$ cat config.mk
export PLATFORM = sky130hd
export DESIGN_NAME = ltm_telemetry_frame_encoder
export DESIGN_NICKNAME = d
export VERILOG_FILES = /design/src/hdl/ltm_pkg.sv /design/src/hdl/ltm_telemetry_frame_encoder.sv
export SDC_FILE = /design/constraint.sdc
export NUM_CORES = 1
export LEC_CHECK = 0
export ABC_CLOCK_PERIOD_IN_PS = 12560
export BUFFER_PORTS_ARGS = -buffer_cell sky130_fd_sc_hd__buf_2
export CAP_MARGIN = 5
export CORE_ASPECT_RATIO = 0.6
export CORE_MARGIN = 2
export CORE_UTILIZATION = 45
export CTS_CLUSTER_DIAMETER = 30
export CTS_CLUSTER_SIZE = 30
export DETAILED_ROUTE_END_ITERATION = 16
export PLACE_DENSITY = 0.71
export SETUP_SLACK_MARGIN = 0.02
export SLEW_MARGIN = 10
export SYNTH_ARGS = -nofsm -noshare
export SYNTH_HDL_FRONTEND = slang
export SYNTH_SLANG_ARGS = --single-unit
$ cat constraint.sdc
create_clock -name clk_i -period 12.56 [get_ports clk_i]
set_input_delay 1.884 -clock clk_i [delete_from_list [all_inputs] [get_ports clk_i]]
set_output_delay 1.884 -clock clk_i [all_outputs]
set_load 0.05 [all_outputs]
$ cat src/hdl/ltm_pkg.sv
package ltm_pkg;

  typedef struct packed {
    logic               req_type;
    logic signed [31:0] latitude;
    logic signed [31:0] longitude;
    logic        [15:0] ground_speed;
    logic        [15:0] altitude;
    logic        [5:0]  satellites;
    logic               have_altitude;
    logic               have_fix;
    logic signed [15:0] pitch_angle;
    logic signed [15:0] roll_angle;
    logic signed [15:0] yaw_angle;
  } ltm_req_t;

  typedef struct packed {
    logic [7:0] frame_byte;
    logic       last_byte;
  } ltm_rsp_t;

  typedef enum logic [1:0] {
    StIdle,
    StCalc,
    StSend
  } ltm_state_e;

  // Frame framing bytes.
  localparam logic [7:0] Hdr0Byte  = 8'h24;  // '$'
  localparam logic [7:0] Hdr1Byte  = 8'h54;  // 'T'
  localparam logic [7:0] TypeAByte = 8'h41;  // 'A'
  localparam logic [7:0] TypeGByte = 8'h47;  // 'G'

  // Multiplier constants.
  localparam logic [23:0] LatScale  = 24'd10;
  localparam logic [23:0] AltScale  = 24'd100;
  localparam logic [23:0] SpdScale  = 24'd100;
  localparam logic [22:0] SpdOffset = 23'd50;
  // ceil(2^35 / 3600): exact division by 3600 for any 23-bit dividend.
  localparam logic [23:0] SpdRecip  = 24'd9544372;
  localparam int unsigned SpdShift  = 35;
  localparam logic [23:0] AngScale  = 24'd6008;
  localparam int unsigned AngShift  = 20;

  // Calculation step codes.
  localparam logic [2:0] StepLat    = 3'd0;
  localparam logic [2:0] StepLon    = 3'd1;
  localparam logic [2:0] StepSpdMul = 3'd2;
  localparam logic [2:0] StepSpdDiv = 3'd3;
  localparam logic [2:0] StepAlt    = 3'd4;
  localparam logic [2:0] StepPitch  = 3'd0;
  localparam logic [2:0] StepRoll   = 3'd1;
  localparam logic [2:0] StepYaw    = 3'd2;

  // Byte positions within a frame.
  localparam logic [4:0] PosHdr0    = 5'd0;
  localparam logic [4:0] PosHdr1    = 5'd1;
  localparam logic [4:0] PosType    = 5'd2;
  localparam logic [4:0] PosLastAtt = 5'd9;
  localparam logic [4:0] PosLastGps = 5'd17;

endpackage

$ cat src/hdl/ltm_telemetry_frame_encoder.sv
// Sequence: an accepted request enters the calculation phase on the next cycle; the first
// byte ('$') is sent after the last calculation step, for an attitude or a GPS frame alike.
// Requests are accepted only when idle, after the previous frame's checksum byte. The single
// 32x24 multiplier serves each scaled field (speed twice); bytes follow one per cycle unless stalled.
// Reset: asynchronous, active low; clears the sequencer, byte counter, checksum and
// output valid. Payload registers are not reset.
module ltm_telemetry_frame_encoder
  import ltm_pkg::*;
(
  input  logic     clk_i,
  input  logic     rst_ni,
  input  logic     in_valid_i,
  output logic     in_ready_o,
  input  ltm_req_t in_req_i,
  output logic     out_valid_o,
  input  logic     out_ready_i,
  output ltm_rsp_t out_rsp_o
);

  ltm_state_e state_q, state_d;

  ltm_req_t    req_q;
  logic [2:0]  calc_idx_q;
  logic [4:0]  byte_pos_q;
  logic [7:0]  running_xor_q;
  logic [111:0] payload_q;
  logic [22:0] spd_tmp_q;
  logic        out_valid_q;
  ltm_rsp_t    out_q;

  logic        accept;
  logic        emit;
  logic        calc_last;
  logic [4:0]  pos_last;
  logic [31:0] mul_a;
  logic [23:0] mul_b;
  logic [55:0] prod;
  logic [15:0] ang_raw;
  logic [16:0] ang_mag;
  logic [15:0] ang_deg;
  logic [15:0] ang_out;
  logic [1:0]  fix_code;
  ltm_rsp_t    emit_rsp;
  logic        emit_payload;

  assign accept   = in_valid_i && in_ready_o;
  assign pos_last = req_q.req_type ? PosLastGps : PosLastAtt;
  assign calc_last = req_q.req_type ? (calc_idx_q == StepAlt) : (calc_idx_q == StepYaw);

  // Next state.
  always_comb begin
    state_d = state_q;
    unique case (state_q)
      StIdle: begin
        if (in_valid_i) state_d = StCalc;
      end
      StCalc: begin
        if (calc_last) state_d = StSend;
      end
      StSend: begin
        if (emit && emit_rsp.last_byte) state_d = StIdle;
      end
      default: state_d = StIdle;
    endcase
  end

  // Handshake outputs.
  always_comb begin
    in_ready_o = (state_q == StIdle);
    emit       = (state_q == StSend) && (!out_valid_q || out_ready_i);
  end

  // Operand selection for the shared multiplier.
  always_comb begin
    unique case (calc_idx_q)
      StepPitch: ang_raw = req_q.pitch_angle;
      StepRoll:  ang_raw = req_q.roll_angle;
      default:   ang_raw = req_q.yaw_angle;
    endcase
    ang_mag = ang_raw[15] ? (17'h10000 - {1'b0, ang_raw}) : {1'b0, ang_raw};

    if (req_q.req_type) begin
      unique case (calc_idx_q)
        StepLat: begin
          mul_a = req_q.latitude;
          mul_b = LatScale;
        end
        StepLon: begin
          mul_a = req_q.longitude;
          mul_b = LatScale;
        end
        StepSpdMul: begin
          mul_a = {16'd0, req_q.ground_speed};
          mul_b = SpdScale;
        end
        StepSpdDiv: begin
          mul_a = {9'd0, spd_tmp_q};
          mul_b = SpdRecip;
        end
        default: begin
          mul_a = {16'd0, req_q.altitude};
          mul_b = AltScale;
        end
      endcase
    end else begin
      mul_a = {15'd0, ang_mag};
      mul_b = AngScale;
    end
  end

  assign prod     = {24'd0, mul_a} * {32'd0, mul_b};
  assign ang_deg  = prod[AngShift +: 16];
  assign ang_out  = ang_raw[15] ? (16'd0 - ang_deg) : ang_deg;
  assign fix_code = 2'd1 + {1'b0, req_q.have_altitude} + {1'b0, req_q.have_fix};

  // Byte selection while sending.
  always_comb begin
    emit_payload = 1'b0;
    emit_rsp.last_byte = 1'b0;
    priority if (byte_pos_q == PosHdr0) begin
      emit_rsp.frame_byte = Hdr0Byte;
    end else if (byte_pos_q == PosHdr1) begin
      emit_rsp.frame_byte = Hdr1Byte;
    end else if (byte_pos_q == PosType) begin
      emit_rsp.frame_byte = req_q.req_type ? TypeGByte : TypeAByte;
    end else if (byte_pos_q == pos_last) begin
      emit_rsp.frame_byte = running_xor_q;
      emit_rsp.last_byte  = 1'b1;
    end else begin
      emit_rsp.frame_byte = payload_q[7:0];
      emit_payload        = 1'b1;
    end
  end

  // Control registers.
  always_ff @(posedge clk_i or negedge rst_ni) begin
    if (!rst_ni) begin
      state_q       <= StIdle;
      calc_idx_q    <= 3'd0;
      byte_pos_q    <= 5'd0;
      running_xor_q <= 8'd0;
      out_valid_q   <= 1'b0;
    end else begin
      state_q <= state_d;
      if (accept) begin
        calc_idx_q    <= 3'd0;
        byte_pos_q    <= 5'd0;
        running_xor_q <= 8'd0;
      end else if (state_q == StCalc) begin
        calc_idx_q <= calc_idx_q + 3'd1;
      end else if (emit) begin
        byte_pos_q <= emit_rsp.last_byte ? 5'd0 : (byte_pos_q + 5'd1);
        if (emit_payload) running_xor_q <= running_xor_q ^ payload_q[7:0];
      end
      if (emit) begin
        out_valid_q <= 1'b1;
      end else if (out_ready_i) begin
        out_valid_q <= 1'b0;
      end
    end
  end

  // Payload registers.
  always_ff @(posedge clk_i) begin
    if (accept) req_q <= in_req_i;
    if (emit) out_q <= emit_rsp;
    if (state_q == StCalc) begin
      if (req_q.req_type) begin
        unique case (calc_idx_q)
          StepLat:    payload_q[31:0]  <= prod[31:0];
          StepLon:    payload_q[63:32] <= prod[31:0];
          StepSpdMul: spd_tmp_q        <= prod[22:0] - SpdOffset;
          StepSpdDiv: begin
            payload_q[71:64] <= (req_q.ground_speed == 16'd0) ? 8'd0
                                                               : prod[SpdShift +: 8];
          end
          default: begin
            payload_q[103:72]  <= prod[31:0];
            payload_q[111:104] <= {req_q.satellites, fix_code};
          end
        endcase
      end else begin
        unique case (calc_idx_q)
          StepPitch: payload_q[15:0]  <= ang_out;
          StepRoll:  payload_q[31:16] <= ang_out;
          default:   payload_q[47:32] <= ang_out;
        endcase
      end
    end else if (emit && emit_payload) begin
      payload_q <= {8'd0, payload_q[111:8]};
    end
  end

  assign out_valid_o = out_valid_q;
  assign out_rsp_o   = out_q;

  a_accept_to_calc: assert property (@(posedge clk_i) disable iff (!rst_ni)
    accept |=> (state_q == StCalc))
    else $error("accepted request did not start calculation");

  a_pos_in_range: assert property (@(posedge clk_i) disable iff (!rst_ni)
    (state_q == StSend) |-> (byte_pos_q <= pos_last))
    else $error("byte position ran past the checksum");

  a_last_ends_frame: assert property (@(posedge clk_i) disable iff (!rst_ni)
    (emit && emit_rsp.last_byte) |=> (state_q == StIdle))
    else $error("frame did not end after the checksum byte");

  a_calc_no_pending_body: assert property (@(posedge clk_i) disable iff (!rst_ni)
    ((state_q == StCalc) && out_valid_q) |-> out_q.last_byte)
    else $error("new frame started while a frame byte was still pending");

endmodule
; Word level (Yosys, flattened, before mapping)
; Cells that the tools add are included.
[word_totals]
reg_bits = 316
inputBits = 157
out_inout_bits = 11
[classes]
n_addsub = 7
multipliers = 1
eq_ne = 22
n_mux = 49
bitwise_logic = 1
reduce_logical = 28
[ops]
columns = cell, n
row1 = $mux 112, 2
row2 = $pmux 32 s4, 1
row3 = $mux 32, 3
row4 = $mux 16, 4
row5 = $mux 64, 1
row6 = $mux 8, 8
row7 = $mux 48, 1
row8 = $pmux 24 s2, 1
row9 = $mul 32x24->43, 1
row10 = $mux 40, 1
row11 = $pmux 16 s2, 1
row12 = $mux 5, 5
row13 = $mux 24, 1
row14 = $reduce_and 3->1, 8
row15 = $sub 23x6->23 const B, 1
row16 = $mux 17, 1
row17 = $sub 17x16->17 const A, 1
row18 = $logic_not 16->1, 1
row19 = $sub 1x16->16 const A, 1
row20 = $ne 2x2->1 const B, 6
row21 = $mux 1, 11
row22 = $reduce_bool 2->1, 5
row23 = $mux 3, 3
row24 = $ne 3x2->1 const B, 3
row25 = 27 further kinds, 37

; Depth between registers and ports, before layout
; Gate-level depths: netlist of the first run.
[logic_depth]
depth_word = 11
mapped_depth = 40
mapped_depth_nobuf = 39

; Worst setup path before layout of the first run
; Ideal clock, no wire load.
[synth_path]
path_kind = reg2reg
from = register calc_idx_q[0]
to = register payload_q[15], data pin
setup_time_ns = 0.261
arrival_time_ns = 9.357
required_time_ns = 12.299
path_slack_ns = 2.942
stages_incl_launch_ff = 38
path_buffers = 3
period_less_slack_ns = 9.618
path_cell_list = dfrtp_1 -> inv_1 -> ha_1 -> o21bai_1 -> clkbuf_1 -> clkbuf_1 -> a21oi_1 -> ha_1 -> a41o_1 -> nand2_1 -> xnor2_1 -> o21ai_0 -> nor2_1 -> inv_1 -> fa_1 -> inv_1 -> fa_1 -> inv_1 -> (+2 left out) -> inv_1 -> fa_1 -> fa_1 -> inv_1 -> fa_1 -> inv_1 -> ha_1 -> clkbuf_1 -> nand4_1 -> a2111oi_0 -> o2bb2ai_1 -> nor2_1 -> xor2_1 -> and4_1 -> nand3_2 -> o41ai_2 -> xor2_1 -> o21ai_1
[synth_via]
elab_chain_len = 11
word_cells_on_any_way = 19
cone_classes = add/sub (2) / mul (1) / eq/ne (3) / mux (11) / reduce/logical (2)
[synth_lines]
columns = item, line
row1 = from (decl), ltm_telemetry_frame_encoder.sv:23  ; logic [2:0] calc_idx_q;
row2 = from (signal assigned), ltm_telemetry_frame_encoder.sv:150  ; calc_idx_q <= calc_idx_q + 3'd1;
row3 = $eq 3x1->1 or $logic_not 3->1 (tied branches), "ltm_telemetry_frame_encoder.sv:75, ltm_telemetry_frame_encoder.sv:83"
row4 = $pmux 16 s2, ltm_telemetry_frame_encoder.sv:75  ; unique case (calc_idx_q)
row5 = $sub 17x16->17, ltm_telemetry_frame_encoder.sv:80  ; ang_mag = ang_raw[15] ? (17'h10000 - {1'b0, ang_raw}) : {1'b0, ang_raw};
row6 = $mux 17, ltm_telemetry_frame_encoder.sv:80
row7 = $mux 32, ltm_telemetry_frame_encoder.sv:82  ; if (req_q.req_type) begin
row8 = $mul 32x24->43, ltm_telemetry_frame_encoder.sv:111  ; assign prod = {24'd0, mul_a} * {32'd0, mul_b};
row9 = $sub 1x16->16, ltm_telemetry_frame_encoder.sv:113  ; assign ang_out = ang_raw[15] ? (16'd0 - ang_deg) : ang_deg;
row10 = $mux 16, ltm_telemetry_frame_encoder.sv:113
row11 = $mux 16, ltm_telemetry_frame_encoder.sv:183  ; unique case (calc_idx_q)
row12 = $mux 48 *, ltm_telemetry_frame_encoder.sv:168  ; if (req_q.req_type) begin
row13 = $mux 112 *, ltm_telemetry_frame_encoder.sv:167  ; if (state_q == StCalc) begin
row14 = to (signal assigned), ltm_telemetry_frame_encoder.sv:170  ; StepLat: payload_q[31:0] <= prod[31:0];
row15 = to (signal assigned), ltm_telemetry_frame_encoder.sv:184  ; StepPitch: payload_q[15:0] <= ang_out;
row16 = to (signal assigned), ltm_telemetry_frame_encoder.sv:190  ; payload_q <= {8'd0, payload_q[111:8]};
row17 = to (decl), ltm_telemetry_frame_encoder.sv:26  ; logic [111:0] payload_q;
; Mark *: on every way between the ends. The rest lies on a longest branch, timed or not. The select of a mux whose other input is x is not followed.
; A chain may end at the register's enable or synchronous reset.

; Worst setup path after layout of the first run
[layout_path]
from = register calc_idx_q[0]
to = register payload_q[30], data pin
; The elaborated chain is that of the path after synthesis.

==> impl_results.md, run 1 <==
* Status: finished, final reports clean
* Antenna viol nets, final at 0
* FFs w/ async S/R, synth at 6.03%
* Vias at 22000
* Ratio of cells with drive above 1 in the final layout at 10.2%
* Crit share post-route at 93.5%
* Postcts setup bufs at 0
* Core footprint at 0.0664 mm^2
* Slew HR at 20.1%
* Die Ht at 205 um
* Drt total wl at 89.5 mm
* Synth Instances at 2967
* Seq/Total Area, Yosys at 31.0%
* Clk_lat worst skew at 640 ps
* Crit path kind: register to register
* Worst flop-to-flop path startpoint: calc_idx_q[0]$_DFFE_PN0P_
* Final Max Tran Viols at 0
* Initial antenna violation count at 1
* CP Launch Type: register
* Crit path capture type: register
* GRT overflow at 0
* Avg Vias per Cell at 5.31
* Setup slack after layout at 815 ps
* Unique cell type count in the Yosys netlist at 80
* Most frequent cells in the layout: inv_1 (726), fa_1 (386), edfxtp_1 (296)
* Clk buf depth at 3
* Die span in x at 339 um
* Hold crit path type: register to register
* 1st-pass router iterations at 6
* Max incr delay on CP at 610 ps
* Clock skew at 77.6 ps
* Setup_tns at 0 ps
* Critical path startpoint: calc_idx_q[0]$_DFFE_PN0P_
* Max Clock Freq at 85.1 MHz
* Commonest non-fill, non-tap cell in the layout: inv_1
* Post-layout net count at 4026
* WL/cell at 21.6 um
* Fin crit period at 11740 ps
* Hold path startpoint: payload_q[106]$_SDFFCE_PN0P_
* Cts bufs inserted at 52
* Initial detailed-routing violation count at 2580
* Vias in the first global route at 22300
* Worst-path maximum fanout at 16
* Worst path required time at 12860 ps
* Port bufs at 167
* CTS tree: built
* Largest net degree at the start of global routing at 92
* Endpoints failing setup at 0
* Post_cts resized at 0
* Average size of a mapped cell at 10.2 um^2
* Drc violations at 0
* Htree depth at 2
* Root Buffer: clkbuf_16
* RSZ-0062 raised after global routing: false
* Highest-delay cell along the critical path: nor2_2
* GPL Wtd Cong at 1.02
* Number of flops mapped to enable cells by yosys at 296
* Rows at 73
* Clk pin slew, worst setup/hold paths at 50 ps
* DIE AREA at 0.0694 mm^2
* Area growth syn-to-layout at 13.4%
* Synthesized cell area at 0.0303 mm^2
* First-pass GRT wire length at 139 mm
* Place WS at 903 ps
* DPL Wire Length at 73.0 mm
* Slew of the pin with the lowest slew margin at 1200 ps
* Synth Flop Type: edfxtp_1
* CTS Hold Buffers Added at 0
* Gr usage total at 26.8%
* Max_cap viols at 0
* Worst EP arrival at 12050 ps
* Syn. warnings at 0
* Final hold violations at 0
* Fill cells at 5818
* IO Pins at 168
* Clk sinks at 315
* Initial Util at 45.6%
* Seq cells post-synth at 315
path summary, 6_finish.rpt:
kind | to | slack, ps | cells past startpoint
worst min-delay path | payload_q[98]$_DFFE_PP_ | 480 | 1
min in group asynchronous | state_q[0]$_DFFE_PN0P_ | 1210 | 1
worst min register to register | payload_q[98]$_DFFE_PP_ | 480 | 1
worst max-delay path | payload_q[30]$_DFFE_PP_ | 820 | 35
worst max register to register | payload_q[30]$_DFFE_PP_ | 820 | 35
max in group asynchronous | running_xor_q[2]$_DFFE_PN0P_ | 10960 | 1
synthesized netlist by cell type, types with 9 or more instances:
cell type  number  share of area [%]
ha_1          280                 12
nand2b_1       23               0.48
xnor2_1        48                1.4
buf_1          16               0.20
o21a_1         12               0.30
a211oi_1        9               0.22
a21o_1         28               0.69
dfrtp_1        19                1.6
o211ai_1        9               0.22
and2_1         27               0.56
nor2b_1         9               0.19
a22o_1         24               0.69
nand2_1       283                3.5
a31oi_1        12               0.25
o21ai_0        70                1.2
inv_1         727                9.0
o31ai_1        11               0.27
xor2_1         37                1.1
edfxtp_1      296                 29
a22oi_1        42                1.0
and3_1         13               0.27
clkbuf_1       70               0.87
a21oi_1       108                1.8
nand3_1        35               0.58
and4_1          9               0.26
nor3_1         18               0.30
fa_1          386                 26
nor2_1        207                2.6
cell type report:
| type | count | area (um^2) | share of cell area (%) |
|---|---|---|---|
| clock inverters | 35 | 452 | 1.32 |
| inverters | 727 | 2730 | 7.97 |
| multi-input cells | 1899 | 18100 | 52.9 |
| clock buffers | 60 | 1340 | 3.91 |
| flip-flops and latches | 315 | 9360 | 27.3 |
| diodes | 1 | 2.50 | 0.00729 |
| repair buffers | 208 | 1140 | 3.33 |
| well taps | 900 | 1130 | 3.28 |
critical path: cells and delay by family, from the launching register on:
family          cells  cell delay [ps]
flops               1              420
xor+xnor            2              610
simple gates        4             1470
compound gates     12             3650
buf+inv             8              790
fa+ha+maj           9             4450
metal layers:
metal | vias to the layer above | wire length (um) | track usage, %
met3 | 98 | 13100 | 11.8
met5 | - | 105 | 1.11
met4 | 2 | 1480 | 4.83
li1 | 9939 | - | -
met1 | 10800 | 41300 | 41.1
met2 | 1158 | 33500 | 34.3
kinds of logic after synthesis:
logic type / after synthesis / synth area share (%)
other: 2 / 0.0248
flip-flops: 315 / 31.0
XOR/XNOR: 85 / 2.46
multiplexers: 11 / 0.376
AND/OR/NAND/NOR: 667 / 9.76
AO/OA/AOI/OAI: 408 / 9.21
buffers and inverters: 813 / 10.1
adder cells (fa/ha/maj): 666 / 37.1
stage by stage:
| stage | instances | utilization, % | cell area [um^2] | hold WS [ps] |
|---|---|---|---|---|
| floorplan | 3027 | - | 30500 | 484 |
| global placement | 4049 | 49.0 | 32500 | 494 |
| detailed placement | 4049 | 49.0 | 32500 | 504 |
| CTS | 4144 | 51.7 | 34300 | 474 |
| global route | 4144 | 51.7 | 34300 | 484 |
| finish | 4145 | 51.7 | 34300 | 477 |
sequential cells by signal (all words and copies together), names as in the netlist:
signal	flops
out_valid_o	1
byte_pos_q	5
spd_tmp_q	22
state_q	2
calc_idx_q	3
running_xor_q	8
out_rsp_o	9
payload_q	112
req_q	153
Power of run 1 is left out: the tool's default activity adds up to more than one toggle a clock period on the data nets, which glitch-free logic cannot reach.
==> run 2: changes to the inputs <==
--- a/config.mk
+++ b/config.mk
@@ -6,7 +6,6 @@
 export NUM_CORES = 1
 export LEC_CHECK = 0
 export ABC_CLOCK_PERIOD_IN_PS = 12560
-export BUFFER_PORTS_ARGS = -buffer_cell sky130_fd_sc_hd__buf_2
 export CAP_MARGIN = 5
 export CORE_ASPECT_RATIO = 0.6
 export CORE_MARGIN = 2
@@ -14,7 +13,8 @@
 export CTS_CLUSTER_DIAMETER = 30
 export CTS_CLUSTER_SIZE = 30
 export DETAILED_ROUTE_END_ITERATION = 16
-export PLACE_DENSITY = 0.71
+export DONT_BUFFER_PORTS = 1
+export PLACE_DENSITY = 0.69
 export SETUP_SLACK_MARGIN = 0.02
 export SLEW_MARGIN = 10
 export SYNTH_ARGS = -nofsm -noshare
==> run 2 against run 1 <==
- die area stayed put
- sequential share of layout area increased by 0.69 points
- worst setup slack improved by 22 ps
- cell area decreased by 2.5%
- maximum frequency rose by 0.19%
- cell count is 4.0% lower
- first-iteration DRC count is 11% lower
- core utilization shrank 1.3 points
- count of clock-buffer cells in the layout fell by 5
==> impl_results.md, run 2 (synthesized netlist as in run 1, its figures left out) <==
* Status: finished, final reports clean
* Avg Vias per Cell at 5.32 (+0.27%)
* IO Pins at 168 (unchanged)
* GRT overflow at 0 (unchanged)
* Worst flop-to-flop path startpoint: calc_idx_q[0]$_DFFE_PN0P_
* Hold_ws at 509 ps (+32.0 ps)
* Largest net degree at the start of global routing at 103 (+12%)
* RR Endpoint: payload_q[30]$_DFFE_PP_
* Max_cap viols at 0 (unchanged)
* GPL Wtd Cong at 0.986 (-3.8%)
* Clk_lat worst skew at 630 ps (about the same)
* Root Buffer: clkbuf_16
* Critical path startpoint: calc_idx_q[0]$_DFFE_PN0P_
* Slew HR at 18.5% (-1.6 points)
* Final hold violations at 0 (unchanged)
* Setup_tns at 0 ps (unchanged)
* Vias at 21200 (-3.8%)
* Flop-to-flop setup slack at 840 ps (+20 ps)
* Ratio of cells with drive above 1 in the final layout at 5.30% (-4.9 points)
* Die span in x at 339 um (unchanged)
* Post-Layout Cell Count at 3978 (-4.0%)
* Initial Util at 45.6% (unchanged)
* Die Ht at 205 um (unchanged)
* Setup slack after layout at 837 ps (+22.3 ps)
* Worst-path maximum fanout at 22 (+6)
* First-pass GRT wire length at 134 mm (-3.2%)
* RSZ-0062 raised after global routing: false
* Dpl cells at 3880 (-4.2%)
* Highest-delay cell along the critical path: a2111oi_1
* Crit share post-route at 93.3% (-0.18 points)
* Drt total wl at 87.0 mm (-2.8%)
* Cts bufs inserted at 52 (unchanged)
* Commonest non-fill, non-tap cell in the layout: inv_1
* Antenna viol nets, final at 0 (unchanged)
* Clock skew at 39.4 ps (-38.2 ps)
* Rows at 73 (unchanged)
* 1st-pass router iterations at 6 (unchanged)
* WL/cell at 21.9 um (+1.3%)
* Worst Setup EP: payload_q[30]$_DFFE_PP_
* CP Launch Type: register
* Endpoints failing setup at 0 (unchanged)
* Clk sinks at 315 (unchanged)
* Drc violations at 0 (unchanged)
* Most flops, register: req_q
* Initial antenna violation count at 3 (+2)
* Crit path kind: register to register
* Crit path capture type: register
* Slew of the pin with the lowest slew margin at 1220 ps (+23.8 ps)
* Initial detailed-routing violation count at 2305 (-11%)
* CTS Hold Buffers Added at 0 (unchanged)
* Max reg flops at 153 (unchanged)
* Gr usage total at 25.9% (-0.85 points)
* Crit path top cell by count: fa_1
* DPL Wire Length at 70.4 mm (-3.6%)
* Vias in the first global route at 21500 (-3.4%)
* Fill cells at 5941 (+2.1%)
* Most frequent cells in the layout: inv_1 (726), fa_1 (386), edfxtp_1 (296)
* DIE AREA at 0.0694 mm^2 (unchanged)
* Worst EP arrival at 12040 ps (about the same)
* Core footprint at 0.0664 mm^2 (unchanged)
* Worst path required time at 12880 ps (+20 ps)
* Top flop regs: req_q: 153 flops, payload_q: 112 flops, spd_tmp_q: 22 flops
* Post-layout net count at 3857 (-4.2%)
* Hold crit path type: register to register
* Clk buf depth at 3 (unchanged)
* Max incr delay on CP at 790 ps (+180 ps)
* Max Clock Freq at 85.3 MHz (+0.19%)
* Depth of the most critical reg-to-reg path at 35 (unchanged)
* Clk pin slew, worst setup/hold paths at 60 ps (about the same)
* Port bufs at 0 (-100%)
* Final Max Tran Viols at 0 (unchanged)
* Htree depth at 2 (unchanged)
* Area growth syn-to-layout at 10.6%
* Fin crit period at 11720 ps (-22.3 ps)
* Place WS at 900 ps (-3.61 ps)
* CTS tree: built
run 2: how the worst min path moves through the flow:
stage	from	to	slack (ps)	depth (start not counted)
after CTS	payload_q[44]$_DFFE_PP_	payload_q[36]$_DFFE_PP_	510	2
after floorplan	payload_q[36]$_DFFE_PP_	payload_q[28]$_DFFE_PP_	480	2
after global routing	req_q[50]$_DFFE_PP_	payload_q[106]$_SDFFCE_PN0P_	530	1
after global placement	payload_q[60]$_DFFE_PP_	payload_q[52]$_DFFE_PP_	490	2
after detailed placement	payload_q[44]$_DFFE_PP_	payload_q[36]$_DFFE_PP_	500	2
final	payload_q[87]$_DFFE_PP_	payload_q[79]$_DFFE_PP_	510	2
run 2: layout make-up:
class / count / area [um^2] / share of cell area (%)
Inverter: 727 / 2730 / 8.17
Sequential cell: 315 / 9360 / 28.0
Tap cell: 900 / 1130 / 3.36
Antenna cell: 3 / 7.51 / 0.0224
Clock inverter: 40 / 478 / 1.43
Timing Repair Buffer: 39 / 293 / 0.875
Clock buffer: 55 / 1310 / 3.92
Multi-Input combinational cell: 1899 / 18100 / 54.2
run 2: per-stage QoR:
step | utilization (%) | area, um^2
after global placement | 47.7 | 31700
after floorplan | - | 30500
after detailed placement | 47.7 | 31700
after global routing | 50.4 | 33500
final | 50.4 | 33500
after CTS | 50.4 | 33400
run 2: per-layer routing:
| metal | GRT usage, % | vias to the layer above | share of wire, % | routed length, um |
|---|---|---|---|---|
| li1 | - | 9604 | - | - |
| met2 | 33.7 | 1064 | 38 | 33000 |
| met1 | 39.1 | 10400 | 46 | 39800 |
| met3 | 11.1 | 106 | 14 | 12400 |
| met4 | 6.21 | 2 | 2.1 | 1850 |
| met5 | 0 | - | 0.018 | 16 |
run 2: timing repair:
action,in CTS,in global routing
gates resized for setup,0,1
setup endpoints to repair,0,3
setup buffers,0,0
run 2: critical path: cells and delay by family (launching register included):
family / cells / cell delay [ps]
fa+ha+maj: 9 / 4350
compound gates: 12 / 3680
simple gates: 6 / 1990
buf+inv: 6 / 540
xor+xnor: 2 / 450
flops: 1 / 420
Power of run 2 is left out for the same reason.
